**config.mk**
```make
export PLATFORM = sky130hd
export DESIGN_NAME = package_header_id_extractor_core_flat
export DESIGN_NICKNAME = d
export VERILOG_FILES = /design/src/hdl/phe_pkg.sv /design/src/hdl/phe_if.sv /design/src/hdl/package_header_id_extractor_core.sv /design/src/hdl/phe_ram.sv /design/src/hdl/phe_scan.sv /design/src/hdl/phe_emit.sv /design/src/flat_wrapper.sv
export SDC_FILE = /design/constraint.sdc
export NUM_CORES = 1
export LEC_CHECK = 0
export BUFFER_PORTS_ARGS = -buffer_cell sky130_fd_sc_hd__buf_4
export CAP_MARGIN = 20
export CORE_MARGIN = 2
export CORE_UTILIZATION = 50
export CTS_CLUSTER_DIAMETER = 40
export CTS_CLUSTER_SIZE = 12
export DETAILED_ROUTE_END_ITERATION = 16
export GPL_TIMING_DRIVEN = 1
export PLACE_DENSITY = 0.64
export SYNTH_ARGS = -nofsm -noshare
export SYNTH_HDL_FRONTEND = slang
export SYNTH_SLANG_ARGS = --single-unit
```
**constraint.sdc**
```tcl
create_clock -name clk -period 5.8 [get_ports clk]
set_clock_uncertainty 0.05 [all_clocks]
set_input_delay 1.74 -clock clk [delete_from_list [all_inputs] [get_ports clk]]
set_output_delay 1.74 -clock clk [all_outputs]
set_load 0.005 [all_outputs]
```
**src/hdl/phe_pkg.sv**
```systemverilog
// ----------------------------------------------------------------------------
// phe_pkg
// Shared types, constants and helper functions of the package header id
// extractor.
// ----------------------------------------------------------------------------
package phe_pkg;

    // Default sizes of the content-id field and the captured id
    localparam int MAX_ID_LEN_DEF   = 32;
    localparam int FIELD_OFFSET_DEF = 48;
    localparam int FIELD_LEN_DEF    = 36;

    // Byte position counter saturates at its all-ones value
    localparam int          POS_W     = 7;
    localparam logic [6:0]  POS_MAX   = 7'd127;
    localparam int          MAGIC_LEN = 4;

    localparam logic [7:0] CHAR_NUL  = 8'h00;
    localparam logic [7:0] CHAR_DASH = 8'h2D;
    localparam logic [7:0] CHAR_US   = 8'h5F;

    // Result status codes
    typedef enum logic [2:0] {
        ST_OK      = 3'd0,
        ST_SHORT   = 3'd1,
        ST_MAGIC   = 3'd2,
        ST_NO_DASH = 3'd3,
        ST_NO_US   = 3'd4,
        ST_INVALID = 3'd5
    } status_t;

    // Content-id field parse phase
    typedef enum logic [1:0] {
        PH_SEEK    = 2'd0,
        PH_CAPTURE = 2'd1,
        PH_DONE    = 2'd2
    } phase_t;

    // Emission sequencer states
    typedef enum logic [1:0] {
        EM_IDLE  = 2'd0,
        EM_FETCH = 2'd1,
        EM_LOAD  = 2'd2,
        EM_HOLD  = 2'd3
    } emit_state_t;

    // Hand-off from the scanner to the emitter at the end of a header
    typedef struct packed {
        logic    start;
        status_t status;
    } run_start_t;

    // Expected magic byte at offsets 0 to 3
    function automatic logic [7:0] magic_byte(input logic [1:0] idx);
        logic [7:0] b;
        unique case (idx)
            2'd0:    b = 8'h7F;
            2'd1:    b = 8'h50;
            2'd2:    b = 8'h4B;
            default: b = 8'h47;
        endcase
        return b;
    endfunction

    // Letters, digits and dash are legal id characters
    function automatic logic allowed_char(input logic [7:0] c);
        return ((c >= 8'h41) && (c <= 8'h5A)) ||
               ((c >= 8'h61) && (c <= 8'h7A)) ||
               ((c >= 8'h30) && (c <= 8'h39)) ||
               (c == CHAR_DASH);
    endfunction

endpackage

```
**src/hdl/phe_if.sv**
```systemverilog
// ----------------------------------------------------------------------------
// phe_if
// Valid/ready channels of the extractor: header bytes in, id results out.
// ----------------------------------------------------------------------------
interface phe_byte_if;
    logic       valid;
    logic       ready;
    logic [7:0] header_byte;
    logic       end_of_header;

    modport source (output valid, output header_byte, output end_of_header, input ready);
    modport sink   (input valid, input header_byte, input end_of_header, output ready);
endinterface

interface phe_result_if;
    logic       valid;
    logic       ready;
    logic [2:0] status;
    logic [7:0] id_char;
    logic       run_last;

    modport source (output valid, output status, output id_char, output run_last, input ready);
    modport sink   (input valid, input status, input id_char, input run_last, output ready);
endinterface

```
**src/hdl/package_header_id_extractor_core.sv**
```systemverilog
// ----------------------------------------------------------------------------
// package_header_id_extractor_core
// Header byte stream in; content-id characters or one error status out.
//
//   Channel     Dir  Payload                          Transaction
//   byte_in     in   header_byte, end_of_header       one header byte
//   result_out  out  status, id_char, run_last        one id char or error
//
// One header byte is taken per cycle while no result run is in progress.
// After the last byte, each id character goes through an id store read, an
// output register load and a handshake, one character at a time through the
// single read port of the id store; an error result is shown in the cycle after the last byte.
// No input is taken until the run's final result is delivered.
// Reset clears parse state and the sequencer; the id store is not cleared.
// ----------------------------------------------------------------------------
module package_header_id_extractor_core
    import phe_pkg::*;
#(
    parameter int MAX_ID_LEN   = MAX_ID_LEN_DEF,
    parameter int FIELD_OFFSET = FIELD_OFFSET_DEF,
    parameter int FIELD_LEN    = FIELD_LEN_DEF
) (
    input  logic        clk,
    input  logic        rst_n,
    phe_byte_if.sink    byte_in,
    phe_result_if.source result_out
);

    localparam int CW = $clog2(MAX_ID_LEN + 2);
    localparam int AW = (MAX_ID_LEN > 1) ? $clog2(MAX_ID_LEN) : 1;

    logic          accept;
    logic          idle;
    logic          we, re;
    logic [AW-1:0] waddr, raddr;
    logic [7:0]    wdata, rdata;
    run_start_t    run;
    logic [CW-1:0] run_len;

    assign byte_in.ready = idle;
    assign accept        = byte_in.valid && idle;

    // Byte parser
    phe_scan #(
        .MAX_ID_LEN   (MAX_ID_LEN),
        .FIELD_OFFSET (FIELD_OFFSET),
        .FIELD_LEN    (FIELD_LEN)
    ) u_scan (
        .clk           (clk),
        .rst_n         (rst_n),
        .accept        (accept),
        .header_byte   (byte_in.header_byte),
        .end_of_header (byte_in.end_of_header),
        .we            (we),
        .waddr         (waddr),
        .wdata         (wdata),
        .run           (run),
        .run_len       (run_len)
    );

    // Id store
    phe_ram #(
        .WIDTH (8),
        .DEPTH (MAX_ID_LEN)
    ) u_id_store (
        .clk   (clk),
        .we    (we),
        .waddr (waddr),
        .wdata (wdata),
        .re    (re),
        .raddr (raddr),
        .rdata (rdata)
    );

    // Result sequencer
    phe_emit #(
        .MAX_ID_LEN (MAX_ID_LEN)
    ) u_emit (
        .clk        (clk),
        .rst_n      (rst_n),
        .run        (run),
        .run_len    (run_len),
        .idle       (idle),
        .re         (re),
        .raddr      (raddr),
        .rdata      (rdata),
        .out_valid  (result_out.valid),
        .out_ready  (result_out.ready),
        .out_status (result_out.status),
        .out_char   (result_out.id_char),
        .out_last   (result_out.run_last)
    );

endmodule

```
**src/hdl/phe_ram.sv**
```systemverilog
// ----------------------------------------------------------------------------
// phe_ram
// Generic single-write, single-read RAM with a registered read port.
// ----------------------------------------------------------------------------
module phe_ram #(
    parameter int WIDTH = 8,
    parameter int DEPTH = 32,
    localparam int AW   = (DEPTH > 1) ? $clog2(DEPTH) : 1
) (
    input  logic             clk,
    input  logic             we,
    input  logic [AW-1:0]    waddr,
    input  logic [WIDTH-1:0] wdata,
    input  logic             re,
    input  logic [AW-1:0]    raddr,
    output logic [WIDTH-1:0] rdata
);

    logic [WIDTH-1:0] mem [DEPTH];
    logic [WIDTH-1:0] rdata_reg;

    always_ff @(posedge clk)
    begin
        if (we)
        begin
            mem[waddr] <= wdata;
        end
        if (re)
        begin
            rdata_reg <= mem[raddr];
        end
    end

    assign rdata = rdata_reg;

endmodule

```
**src/hdl/phe_scan.sv**
```systemverilog
// ----------------------------------------------------------------------------
// phe_scan
// Per-byte header parser: magic check, content-id field scan, id capture
// into the id store, and final status on the last header byte.
// ----------------------------------------------------------------------------
module phe_scan
    import phe_pkg::*;
#(
    parameter int MAX_ID_LEN   = MAX_ID_LEN_DEF,
    parameter int FIELD_OFFSET = FIELD_OFFSET_DEF,
    parameter int FIELD_LEN    = FIELD_LEN_DEF,
    localparam int CW          = $clog2(MAX_ID_LEN + 2),
    localparam int AW          = (MAX_ID_LEN > 1) ? $clog2(MAX_ID_LEN) : 1
) (
    input  logic          clk,
    input  logic          rst_n,
    input  logic          accept,
    input  logic [7:0]    header_byte,
    input  logic          end_of_header,
    output logic          we,
    output logic [AW-1:0] waddr,
    output logic [7:0]    wdata,
    output run_start_t    run,
    output logic [CW-1:0] run_len
);

    localparam int FIELD_END = FIELD_OFFSET + FIELD_LEN;

    logic [POS_W-1:0] pos_reg, pos_next;
    logic             magic_good_reg, magic_good_next;
    phase_t           phase_reg, phase_next;
    logic             closed_reg, closed_next;
    logic [CW-1:0]    count_reg, count_next;
    logic             invalid_reg, invalid_next;
    logic             in_field;
    status_t          code;

    // State update for one header byte
    always_comb
    begin
        pos_next        = (pos_reg < POS_MAX) ? pos_reg + POS_W'(1) : pos_reg;
        magic_good_next = magic_good_reg;
        phase_next      = phase_reg;
        closed_next     = closed_reg;
        count_next      = count_reg;
        invalid_next    = invalid_reg;
        we              = 1'b0;
        in_field        = (int'(pos_reg) >= FIELD_OFFSET) && (int'(pos_reg) < FIELD_END);

        if ((pos_reg < POS_W'(MAGIC_LEN)) && (header_byte != magic_byte(pos_reg[1:0])))
        begin
            magic_good_next = 1'b0;
        end

        if (in_field && !closed_reg)
        begin
            if (header_byte == CHAR_NUL)
            begin
                closed_next = 1'b1;
            end
            else
            begin
                case (phase_reg)
                    PH_SEEK:
                    begin
                        if (header_byte == CHAR_DASH)
                        begin
                            phase_next = PH_CAPTURE;
                        end
                    end
                    PH_CAPTURE:
                    begin
                        if (header_byte == CHAR_US)
                        begin
                            phase_next = PH_DONE;
                        end
                        else
                        begin
                            we = accept && (count_reg < CW'(MAX_ID_LEN));
                            if (count_reg < CW'(MAX_ID_LEN + 1))
                            begin
                                count_next = count_reg + CW'(1);
                            end
                            if (!allowed_char(header_byte))
                            begin
                                invalid_next = 1'b1;
                            end
                        end
                    end
                    default: ;
                endcase
            end
        end
    end

    assign waddr = count_reg[AW-1:0];
    assign wdata = header_byte;

    // Final status, by precedence
    always_comb
    begin
        if (int'(pos_next) < FIELD_END)
            code = ST_SHORT;
        else if (!magic_good_next)
            code = ST_MAGIC;
        else if (phase_next == PH_SEEK)
            code = ST_NO_DASH;
        else if (phase_next == PH_CAPTURE)
            code = ST_NO_US;
        else if ((count_next == '0) || (count_next > CW'(MAX_ID_LEN)) || invalid_next)
            code = ST_INVALID;
        else
            code = ST_OK;
    end

    assign run.start  = accept && end_of_header;
    assign run.status = code;
    assign run_len    = count_next;

    // Parse state; cleared after the last byte of a header
    always_ff @(posedge clk or negedge rst_n)
    begin
        if (!rst_n)
        begin
            pos_reg        <= '0;
            magic_good_reg <= 1'b1;
            phase_reg      <= PH_SEEK;
            closed_reg     <= 1'b0;
            count_reg      <= '0;
            invalid_reg    <= 1'b0;
        end
        else if (accept)
        begin
            if (end_of_header)
            begin
                pos_reg        <= '0;
                magic_good_reg <= 1'b1;
                phase_reg      <= PH_SEEK;
                closed_reg     <= 1'b0;
                count_reg      <= '0;
                invalid_reg    <= 1'b0;
            end
            else
            begin
                pos_reg        <= pos_next;
                magic_good_reg <= magic_good_next;
                phase_reg      <= phase_next;
                closed_reg     <= closed_next;
                count_reg      <= count_next;
                invalid_reg    <= invalid_next;
            end
        end
    end

endmodule

```
**src/hdl/phe_emit.sv**
```systemverilog
// ----------------------------------------------------------------------------
// phe_emit
// Result sequencer: reads the id store one entry at a time into the output
// register, or presents a single error result.
// ----------------------------------------------------------------------------
module phe_emit
    import phe_pkg::*;
#(
    parameter int MAX_ID_LEN = MAX_ID_LEN_DEF,
    localparam int CW        = $clog2(MAX_ID_LEN + 2),
    localparam int AW        = (MAX_ID_LEN > 1) ? $clog2(MAX_ID_LEN) : 1
) (
    input  logic          clk,
    input  logic          rst_n,
    input  run_start_t    run,
    input  logic [CW-1:0] run_len,
    output logic          idle,
    output logic          re,
    output logic [AW-1:0] raddr,
    input  logic [7:0]    rdata,
    output logic          out_valid,
    input  logic          out_ready,
    output logic [2:0]    out_status,
    output logic [7:0]    out_char,
    output logic          out_last
);

    emit_state_t   state_reg, state_next;
    logic [CW-1:0] idx_reg, idx_next;
    logic [CW-1:0] len_reg;
    logic [2:0]    status_reg;
    logic [7:0]    char_reg;
    logic          last_reg;

    // State register
    always_ff @(posedge clk or negedge rst_n)
    begin
        if (!rst_n)
        begin
            state_reg <= EM_IDLE;
            idx_reg   <= '0;
        end
        else
        begin
            state_reg <= state_next;
            idx_reg   <= idx_next;
        end
    end

    // Next state and read control
    always_comb
    begin
        state_next = state_reg;
        idx_next   = idx_reg;
        re         = 1'b0;
        unique case (state_reg)
            EM_IDLE:
            begin
                if (run.start)
                begin
                    idx_next   = '0;
                    state_next = (run.status == ST_OK) ? EM_FETCH : EM_HOLD;
                end
            end
            EM_FETCH:
            begin
                re         = 1'b1;
                state_next = EM_LOAD;
            end
            EM_LOAD:
            begin
                state_next = EM_HOLD;
            end
            EM_HOLD:
            begin
                if (out_ready)
                begin
                    idx_next   = idx_reg + CW'(1);
                    state_next = last_reg ? EM_IDLE : EM_FETCH;
                end
            end
            default: state_next = EM_IDLE;
        endcase
    end

    assign raddr = idx_reg[AW-1:0];

    // Output register and run length
    always_ff @(posedge clk)
    begin
        if ((state_reg == EM_IDLE) && run.start)
        begin
            len_reg    <= run_len;
            status_reg <= run.status;
            char_reg   <= '0;
            last_reg   <= 1'b1;
        end
        else if (state_reg == EM_LOAD)
        begin
            status_reg <= ST_OK;
            char_reg   <= rdata;
            last_reg   <= (idx_reg + CW'(1)) == len_reg;
        end
    end

    assign idle       = (state_reg == EM_IDLE);
    assign out_valid  = (state_reg == EM_HOLD);
    assign out_status = status_reg;
    assign out_char   = char_reg;
    assign out_last   = last_reg;

endmodule

```
**src/flat_wrapper.sv**
```systemverilog
// flat-port wrapper written by rule: the top's interface ports become plain ports
module package_header_id_extractor_core_flat import phe_pkg::*;
#(
    parameter int MAX_ID_LEN   = MAX_ID_LEN_DEF,
    parameter int FIELD_OFFSET = FIELD_OFFSET_DEF,
    parameter int FIELD_LEN    = FIELD_LEN_DEF
)
  (clk, rst_n, byte_in_valid, byte_in_header_byte, byte_in_end_of_header, byte_in_ready, result_out_valid, result_out_status, result_out_id_char, result_out_run_last, result_out_ready);
  phe_byte_if byte_in_i ();
  phe_result_if result_out_i ();
  input  logic clk;
  input  logic rst_n;
  input wire logic [$bits(byte_in_i.valid)-1:0] byte_in_valid;
  input wire logic [$bits(byte_in_i.header_byte)-1:0] byte_in_header_byte;
  input wire logic [$bits(byte_in_i.end_of_header)-1:0] byte_in_end_of_header;
  output wire logic [$bits(byte_in_i.ready)-1:0] byte_in_ready;
  output wire logic [$bits(result_out_i.valid)-1:0] result_out_valid;
  output wire logic [$bits(result_out_i.status)-1:0] result_out_status;
  output wire logic [$bits(result_out_i.id_char)-1:0] result_out_id_char;
  output wire logic [$bits(result_out_i.run_last)-1:0] result_out_run_last;
  input wire logic [$bits(result_out_i.ready)-1:0] result_out_ready;
  assign byte_in_i.valid = byte_in_valid;
  assign byte_in_i.header_byte = byte_in_header_byte;
  assign byte_in_i.end_of_header = byte_in_end_of_header;
  assign byte_in_ready = byte_in_i.ready;
  assign result_out_valid = result_out_i.valid;
  assign result_out_status = result_out_i.status;
  assign result_out_id_char = result_out_i.id_char;
  assign result_out_run_last = result_out_i.run_last;
  assign result_out_i.ready = result_out_ready;
  package_header_id_extractor_core #(.MAX_ID_LEN(MAX_ID_LEN), .FIELD_OFFSET(FIELD_OFFSET), .FIELD_LEN(FIELD_LEN)) u_core (.clk(clk), .rst_n(rst_n), .byte_in(byte_in_i), .result_out(result_out_i));
endmodule
```
==> run_results.csv, run 1 <==
group,metric,value,unit
layout,diodes,0,
layout,synthToLayoutAreaGrowth,14.1,%
worst_setup_path,r2r_slack,2.46,ns
worst_setup_path,regToRegStartpoint,"u_core.u_emit.state_reg[1]",
power_and_ir_drop,p_clk_share,36.8,%
logic_synthesis,synth_nets,869,
layout,nNetsFinal,897,
worst_setup_path,cp-start-kind,"primary input",
worst_setup_path,crit_end,"u_core.u_id_store.mem[8][5]",
worst_setup_path,crit_required,5.89,ns
logic_synthesis,avgSynthCellArea,15.5,sq um
layout,n_fill_cell,1937,
clocking,postCtsSetupBuffers,0,
grt,grt_max_degree,57,
timing,tightest_slew,0.885,ns
timing,rsz0062_at_grt,"no",
logic_synthesis,ys_ff_latch,308,
clocking,cts_resized,0,
status,outcome,"finished clean",
drt,final_antenna_net_count,0,
logic_synthesis,synth_area_leader_cell,"edfxtp_1",
timing,fin_crit,3.91,ns
logic_synthesis,synth_common_cells,"273 x edfxtp_1, 73 x mux2i_1, 65 x nor2_1, 58 x nand2_1, 40 x o221ai_1",
drt,drc,0,
timing,clock.fmax,256,MHz
logic_synthesis,synthDistinctLibCells,61,
worst_setup_path,path_cells,"buf_4 > or4_4 > o21ai_2 > nor2_1 > and4_1 > nand2_1 > nor2_1",
worst_setup_path,crit_fanout,39,
timing,finalHoldViolCount,0,
grt,grt_overflow,0,
worst_setup_path,worstPathArrival,4.00,ns
hold_path,worstHoldPathType,"flop to flop",
clocking,cts_inserted_buffers,39,
layout,drive_gt1_share,14.8,%
worst_setup_path,crit_top_cell,"nor2_1",
timing,fin_crit_sh,67.4,%
flow_run,maxCapViolations,0,
logic_synthesis,yosysWarnings,0,
logic_synthesis,yosysMostFrequentCell,"edfxtp_1",
power_and_ir_drop,swShare,28.5,%
grt,use_met2,35.6,%
grt,grt_pass1_vias,7438,
logic_synthesis,yosys.area.top_type_share,63.1,%
floorplanning,start_util,50.5,%
worst_setup_path,slowest_stage,"nor2_1",
clocking,htreeDepth,2,
logic_synthesis,synth_area,0.0130,sq mm
grt,grt_usage,22.7,%
clocking,clk_pin_slew,0.06,ns
clocking,cts_hold_buf,0,
worst_setup_path,path_class,"primary input to flop",
logic_synthesis,ys.flop_type,"edfxtp_1",
floorplanning,rows,59,
grt,use_met3,3.62,%
placement,io_buffers,26,
timing,tns,0,ns
worst_setup_path,crit_path_start,"byte_in_header_byte[3]",
worst_setup_path,critPathCaptureType,"flop",
logic_synthesis,seq_area_frac_synth,69.5,%
drt,viasPerCell,6.13,
floorplanning,die_y,165,um
grt,busiest_layer,"met2",
logic_synthesis,synthCells,841,
power_and_ir_drop,internal_power,4790,uW
floorplanning,num_io_pins,27,
clocking,cts_tree,"done",
drt,vias,7526,
clocking,clock_latency,0.52,ns
worst_setup_path,r2r_end,"u_core.u_id_store.mem[8][5]",
timing,setup-violations-final,0,
grt,grt_pass1_wl,45600,um
grt,use_met1,32.3,%
drt,routed_wl,29400,um
clocking,cts.sinks,308,
drt,drtIter0Drc,670,
worst_setup_path,critPathMaxStageDelay,0.71,ns
floorplanning,die-area,0.0273,sq mm
drt,wire_per_inst,24.0,um
logic_synthesis,async_reset_ff_share,8.44,%
timing,relSlewSlack,41.0,%
layout,largest_reg_flops,256,
power_and_ir_drop,p_leak,0.00500,uW
logic_synthesis,synth_edf_count,273,
grt,antenna_found_initial,0,
power_and_ir_drop,vdd_ir_drop_max,239,uV
power_and_ir_drop,power_frac_seq,40.5,%
worst_setup_path,reg2regPathDepth,6,
power_and_ir_drop,pwr-share-comb,22.7,%
floorplanning,fp.dieW,165,um
logic_synthesis,synth_area_leaders,"edfxtp_1 63%, mux2i_1 5.6%, mux4_2 5.5%",
timing,drv_slew,0,
clocking,cts-root-buf,"clkbuf_16",
placement,routabilityCongestion,0.905,
power_and_ir_drop,power_density,452,mW/mm^2
floorplanning,fp.coreArea,0.0258,sq mm
drt,firstDrtPassIters,5,
layout,fin_util,57.6,%
power_and_ir_drop,power_switching,1910,uW
placement,dp_hpwl,18700,um
clocking,clockBufferDepth,3,
[cell type report]
cell class | count | area (sq um) | share of cell area (%)
Clock inverter | 19 | 280 | 1.89
Sequential cell | 308 | 9030 | 60.9
Inverter | 15 | 56.3 | 0.380
Clock buffer | 46 | 1050 | 7.11
Timing Repair Buffer | 32 | 260 | 1.75
Tap cell | 335 | 419 | 2.83
Multi-Input combinational cell | 473 | 3730 | 25.1
[critical path, delay by kind of cell]
kind | cells | cell delay (ns)
simple gates | 5 | 1.76
buf+inv | 1 | 0.39
compound gates | 1 | 0.07
[power groups by stage]
| stage | sequential [uW] | clock (uW) | combinational [uW] |
|---|---|---|---|
| 2_1_floorplan | 2650 | 0 | 1120 |
| 3_5_place_dp | 2760 | 0 | 1520 |
| 6_report | 2710 | 2460 | 1520 |
| 5_1_grt | 2740 | 2590 | 1640 |
| 3_3_place_gp | 2750 | 0 | 1490 |
| 4_1_cts | 2720 | 2490 | 1530 |
[how the worst min path moves through the flow]
| stage | depth (start not counted) | startpoint | to | slack [ns] |
|---|---|---|---|---|
| 6_report | 2 | u_core.u_id_store.rdata[0] | u_core.u_emit.out_char[0] | 0.44 |
| 3_5_place_dp | 2 | u_core.u_id_store.rdata[2] | u_core.u_emit.out_char[2] | 0.43 |
| 5_1_grt | 2 | u_core.u_id_store.rdata[0] | u_core.u_emit.out_char[0] | 0.46 |
| 3_3_place_gp | 2 | u_core.u_id_store.rdata[2] | u_core.u_emit.out_char[2] | 0.42 |
| 4_1_cts | 2 | u_core.u_id_store.rdata[0] | u_core.u_emit.out_char[0] | 0.44 |
| 2_1_floorplan | 2 | u_core.u_id_store.rdata[0] | u_core.u_emit.out_char[0] | 0.41 |
[through the flow]
step	hold WS [ns]	cells	setup WS, ns	power (uW)	instance area (sq um)
after CTS	0.443	1228	1.92	6740	14800
after global placement	0.416	1162	1.43	4240	13500
after global routing	0.464	1228	1.67	6970	14800
after floorplan	0.407	841	2.21	3770	13000
final	0.442	1228	1.89	6700	14800
after detailed placement	0.434	1163	1.35	4280	13500
[per-layer routing]
metal	part of all wire [%]	up-vias	routed length [um]
li1	-	3382	-
met1	43	3797	12700
met2	47	283	14000
met3	6.1	64	1810
met4	3.2	0	950
met5	0	-	0
[cell families after synthesis]
group	after synthesis	share of synthesized area (%)
adders and majority gates	15	1.44
DFF	308	69.5
AOI/OAI and AO/OA	150	8.20
buffers and inverters	60	1.90
muxes	105	11.2
and+or+nand+nor	186	6.70
xor gates and xnor gates	17	1.15
[cells in the final DEF (no fill, tap or decap), drive strengths merged, types with 3 or more instances in the layout]
cell type,count
a41oi,4
a32o,3
nand2,58
nand3,11
nor3,5
and3,3
mux4,32
nor2,65
bufinv,6
inv,20
ha,15
a31oi,5
o21bai,4
nor2b,4
or4,3
a22o,4
o22ai,9
a21oi,24
o221ai,40
xnor2,13
buf,32
nand4,9
nand2b,6
xor2,4
o31ai,6
o21ai,32
clkbuf,46
edfxtp,273
clkinv,7
dfrtp,25
nand3b,4
dfxtp,9
and2,7
mux2i,73
No activity file was read; power rests on OpenSTA's default activity.
==> run 2, diff against run 1 <==
==> constraint.sdc (replaced) <==
create_clock -name clk -period 4.09 [get_ports clk]
set_clock_uncertainty 0.05 [all_clocks]
set_input_delay 1.227 -clock clk [delete_from_list [all_inputs] [get_ports clk]]
set_output_delay 1.227 -clock clk [all_outputs]
set_load 0.005 [all_outputs]
==> run 2 against run 1 <==
  * Critical path depth decreased by 1
  * Worst setup slack got worse by 0.99 ns
  * Combinational power increased by 47%
  * First-iteration DRC count increased by 32%
  * Sequential share of layout area decreased by 1.9 points
  * Routed wire length increased by 5.2%
  * Clock-buffer cell count increased by 2
==> run_results.csv, run 2 (synthesis results as in run 1) <==
group,metric,value,unit
status,outcome,"finished clean",
worst_setup_path,r2r_slack,0.92,ns
clocking,cts_inserted_buffers,40,
drt,wl_met3,1750,um
timing,fin_crit,3.19,ns
grt,grt_usage,23.5,%
hold_path,holdCritStartpoint,"u_core.u_id_store.rdata[2]",
worst_setup_path,worstPathArrival,3.28,ns
hold_path,whs_endpoint,"u_core.u_emit.out_char[2]",
clocking,cts_resized,0,
clocking,cts_hold_buf,0,
drt,firstDrtPassIters,5,
power_and_ir_drop,power_density,634,mW/mm^2
layout,final_cell_mix,"273 x edfxtp_1, 78 x buf_4, 73 x mux2i_1",
grt,grt_pass1_vias,7886,
timing,setup-violations-final,0,
grt,grt_pass1_wl,46900,um
floorplanning,num_io_pins,27,
drt,viasPerCell,6.01,
worst_setup_path,path_cells,"buf_4 > buf_4 > nand4b_1 > and4_1 > nand2_1 > nor2_1",
timing,fin_ws,0.904,ns
layout,n_fill_cell,1893,
worst_setup_path,crit_family,"simple AND/OR/NAND/NOR gates",
layout,nNetsFinal,949,
clocking,cts.sinks,308,
layout,drive_gt1_share,19.5,%
clocking,clk_pin_slew,0.05,ns
floorplanning,die_y,165,um
timing,relSlewSlack,29.1,%
placement,io_buffers,26,
timing,holdWs,0.443,ns
drt,vias,7723,
layout,mostFrequentLayoutCell,"edfxtp_1",
placement,dp_cells,1214,
drt,wl_met1,13200,um
floorplanning,fp.dieW,165,um
worst_setup_path,crit_top_cell,"buf_4",
grt,grt_max_degree,38,
timing,tightest_slew,1.06,ns
timing,fin_crit_sh,77.9,%
worst_setup_path,crit_cells,6,
worst_setup_path,crit_fanout,36,
drt,drc,0,
worst_setup_path,cp-start-kind,"primary input",
layout,diodes,0,
worst_setup_path,critPathMaxStageDelay,0.70,ns
worst_setup_path,path_class,"primary input to flop",
drt,routed_wl,31000,um
worst_setup_path,critPathCaptureType,"flop",
drt,wire_per_inst,24.1,um
timing,finalHoldViolCount,0,
worst_setup_path,regToRegStartpoint,"u_core.u_scan.pos_reg[6]",
timing,rsz0062_at_grt,"no",
layout,synthToLayoutAreaGrowth,17.8,%
worst_setup_path,r2r_end,"u_core.u_id_store.mem[5][3]",
grt,antenna_found_initial,1,
clocking,clockBufferDepth,3,
hold_path,worstHoldPathType,"flop to flop",
floorplanning,rows,59,
clocking,postCtsSetupBuffers,0,
drt,top_layer,"met4",
drt,drtIter0Drc,883,
floorplanning,die-area,0.0273,sq mm
floorplanning,start_util,50.5,%
timing,tns,0,ns
power_and_ir_drop,p_leak,0.00530,uW
worst_setup_path,reg2regPathDepth,6,
worst_setup_path,cp_num_buf_inv,2,
layout,fin_cells,1285,
flow_run,maxCapViolations,0,
timing,clock.fmax,314,MHz
clocking,cts_tree,"done",
grt,grt_overflow,0,
drt,wl_met2,15000,um
placement,dp_hpwl,20400,um
clocking,htreeDepth,2,
timing,drv_slew,0,
placement,routabilityCongestion,0.895,
hold_path,min_delay_path_depth,2,
layout,largest_reg_flops,256,
placement,dpl_worst_slack,0.358,ns
worst_setup_path,crit_required,4.18,ns
floorplanning,fp.coreArea,0.0258,sq mm
drt,final_antenna_net_count,0,
clocking,cts-root-buf,"clkbuf_16",
worst_setup_path,slowest_stage,"nor2_1",
power_and_ir_drop,vdd_ir_drop_max,412,uV
clocking,clock_latency,0.52,ns
run 2: area by class of cell:
| class | count | area (sq um) | share of cell area (%) |
|---|---|---|---|
| Tap cell | 335 | 419 | 2.74 |
| Multi-Input combinational cell | 473 | 3730 | 24.4 |
| Clock inverter | 23 | 335 | 2.19 |
| Inverter | 15 | 56.3 | 0.368 |
| Sequential cell | 308 | 9030 | 59.0 |
| Clock buffer | 48 | 1050 | 6.87 |
| Timing Repair Buffer | 83 | 688 | 4.49 |
run 2: metal layers:
layer | vias up | GRT usage, %
met2 | 259 | 38.8
li1 | 3482 | -
met3 | 62 | 3.82
met1 | 3920 | 32.1
met4 | 0 | 7.98
met5 | - | 0
run 2: how the worst max path moves through the flow:
| stage | slack [ns] | to | from |
|---|---|---|---|
| final | 0.90 | u_core.u_id_store.mem[5][3] | byte_in_header_byte[5] |
| after global routing | 0.74 | u_core.u_id_store.mem[5][3] | u_core.u_scan.pos_reg[6] |
| after CTS | 0.90 | u_core.u_id_store.mem[5][3] | byte_in_header_byte[5] |
| after detailed placement | 0.36 | u_core.u_id_store.mem[5][1] | byte_in_header_byte[5] |
| after global placement | 0.45 | u_core.u_id_store.mem[5][3] | byte_in_header_byte[5] |
| after floorplan | 1.01 | u_core.u_emit.out_status[0] | byte_in_header_byte[7] |
run 2: tightest hold or removal path: cells and delay by family, from the launching register on:
family / cells / cell delay (ns)
and+or+nand+nor: 1 / 0.07
DFF: 1 / 0.32
muxes: 1 / 0.06
run 2: power by group:
group / total [uW] / switching, uW / internal (uW)
combinational: 2230 / 1240 / 990
sequential: 3850 / 237 / 3620
clock: 3620 / 1320 / 2300
total: 9700 / 2800 / 6910
run 2: through the flow:
stage / total power [uW] / utilization (%) / cell area [sq um]
after floorplan: 5340 / - / 13000
final: 9700 / 59.4 / 15300
after global placement: 6080 / 53.9 / 13900
after global routing: 10100 / 59.4 / 15300
after CTS: 9770 / 59.4 / 15300
after detailed placement: 6150 / 54.1 / 13900
==> run 3, diff against run 2 <==
==> constraint.sdc (replaced) <==
create_clock -name clk -period 3.28 [get_ports clk]
set_clock_uncertainty 0.05 [all_clocks]
set_input_delay 0.984 -clock clk [delete_from_list [all_inputs] [get_ports clk]]
set_output_delay 0.984 -clock clk [all_outputs]
set_load 0.005 [all_outputs]
==> run 3 against run 2 <==
  * Sequential share of layout area increased by 1.0 points
  * Hold slack got worse by 0.10 ns
  * Sequential cell count unchanged
  * Sequential power increased by 21%
  * Core utilization decreased by 1.0 points
  * Critical path depth increased by 1
  * First-iteration DRC count decreased by 25%
  * Critical path type is now flop to flop
  * Critical endpoint is now u_core.u_id_store.mem[11][4]
  * Largest power group unchanged
==> run_results.csv, run 3 (synthesis results as in run 1) <==
group,metric,value,unit
status,outcome,"finished clean",
drt,wire_per_inst,23.5,um
hold_path,worstHoldPathType,"primary input to asynchronous set/reset pin",
layout,nNetsFinal,936,
timing,rsz0062_at_grt,"no",
drt,viasPerCell,5.96,
drt,routed_wl,29800,um
floorplanning,die_y,165,um
floorplanning,num_io_pins,27,
drt,drtIter0Drc,664,
clocking,htreeDepth,2,
floorplanning,die-area,0.0273,sq mm
placement,dp_hpwl,19600,um
grt,grt_pass1_vias,7558,
worst_setup_path,crit_required,3.38,ns
clocking,postCtsSetupBuffers,0,
power_and_ir_drop,p_leak,0.00514,uW
timing,setup-violations-final,0,
worst_setup_path,critPathCaptureType,"flop",
drt,firstDrtPassIters,5,
grt,grt_pass1_wl,45300,um
clocking,cts_hold_buf,0,
clocking,clock_latency,0.52,ns
flow_run,maxCapViolations,0,
drt,vias,7563,
timing,clock.fmax,322,MHz
placement,io_buffers,26,
timing,tns,0,ns
clocking,cts-root-buf,"clkbuf_16",
timing,relSlewSlack,45.7,%
worst_setup_path,path_class,"flop to flop",
power_and_ir_drop,power_density,777,mW/mm^2
clocking,clockBufferDepth,3,
power_and_ir_drop,vdd_ir_drop_max,478,uV
timing,finalHoldViolCount,0,
clocking,cts_tree,"done",
grt,antenna_found_initial,1,
floorplanning,rows,59,
layout,drive_gt1_share,18.6,%
layout,mostFrequentLayoutCell,"edfxtp_1",
placement,routabilityCongestion,0.893,
worst_setup_path,worstPathArrival,3.20,ns
floorplanning,fp.coreArea,0.0258,sq mm
layout,synthToLayoutAreaGrowth,15.8,%
timing,fin_crit,3.10,ns
worst_setup_path,cp-start-kind,"flop",
timing,tightest_slew,0.812,ns
clocking,cts_inserted_buffers,40,
layout,final_cell_mix,"273 x edfxtp_1, 73 x mux2i_1, 68 x buf_4",
timing,fin_crit_sh,94.6,%
grt,grt_overflow,0,
grt,grt_usage,22.6,%
clocking,clk_pin_slew,0.05,ns
drt,drc,0,
timing,drv_slew,0,
power_and_ir_drop,power.total,11700,uW
worst_setup_path,crit_fanout,12,
clocking,cts.sinks,308,
layout,largest_reg_flops,256,
layout,fin_util,58.4,%
floorplanning,start_util,50.5,%
grt,grt_max_degree,53,
floorplanning,fp.dieW,165,um
drt,final_antenna_net_count,0,
[run 3: changes by cell type in the layout (fill, tap and decap cells not counted), moves of 2 or more]
cell,delta
buf_4,-10
bufinv_16,-4
clkbuf_1,-4
clkinv_2,+6
clkinvlp_4,+2
inv_6,-3
inv_8,-2
nor2_1,-2
nor2_2,+2
[run 3: final cells by class]
type	count	area [sq um]
diodes	1	2.50
clock buffers	44	1040
clock inverters	23	220
fillers	1978	10700
inverters	15	56.3
multi-input cells	473	3740
flip-flops and latches	308	9030
well taps	335	419
repair buffers	70	551
[run 3: layer usage]
| metal | global-route usage [%] | routed length (um) |
|---|---|---|
| met1 | 30.9 | 12300 |
| met2 | 36.9 | 14600 |
| met3 | 3.60 | 1890 |
| met4 | 8.50 | 1050 |
| met5 | 0 | 0 |
[run 3: final timing paths]
check	from	to	slack (ns)	cells after the start
setup reg to reg	u_core.u_scan.pos_reg[4]	u_core.u_id_store.mem[11][4]	0.18	7
min in group clk	u_core.u_id_store.rdata[1]	u_core.u_emit.out_char[1]	0.44	2
hold / removal	rst_n	u_core.u_emit.idx_reg[0]	0.34	1
hold reg to reg	u_core.u_id_store.rdata[1]	u_core.u_emit.out_char[1]	0.44	2
max in group asynchronous	rst_n	u_core.u_scan.magic_good_reg	2.52	1
setup / recovery	u_core.u_scan.pos_reg[4]	u_core.u_id_store.mem[11][4]	0.18	7
[run 3: repair_timing]
| item | in CTS | in global routing |
|---|---|---|
| gates resized for setup | 0 | 2 |
| endpoints found under the setup margin | 0 | 16 |
| endpoints found under the hold margin | 0 | 0 |
[run 3: worst max-delay path: stages (launching register included)]
cell and delay [ns]:
dfrtp_1 0.54, nand2_1 0.16, o32a_1 0.42, nor2_1 0.21, and4_1 0.29, nand2_1 0.27
buf_4 0.25, nor2_1 0.54
[run 3: stage by stage]
step	instance area, sq um	worst slack, ns	hold slack [ns]	instances
4_1_cts	15000	0.186	0.335	1268
2_1_floorplan	13000	0.443	0.407	841
3_3_place_gp	13800	-0.00913	0.420	1201
3_5_place_dp	13800	-0.0425	0.436	1201
5_1_grt	15100	0.0163	0.350	1268
6_report	15100	0.178	0.339	1269
[run 3: power by group]
| part | total (uW) | switching [uW] | internal (uW) |
|---|---|---|---|
| sequential | 4650 | 139 | 4510 |
| clock | 4110 | 1590 | 2520 |
| combinational | 2940 | 1700 | 1240 |
| total | 11700 | 3430 | 8270 |
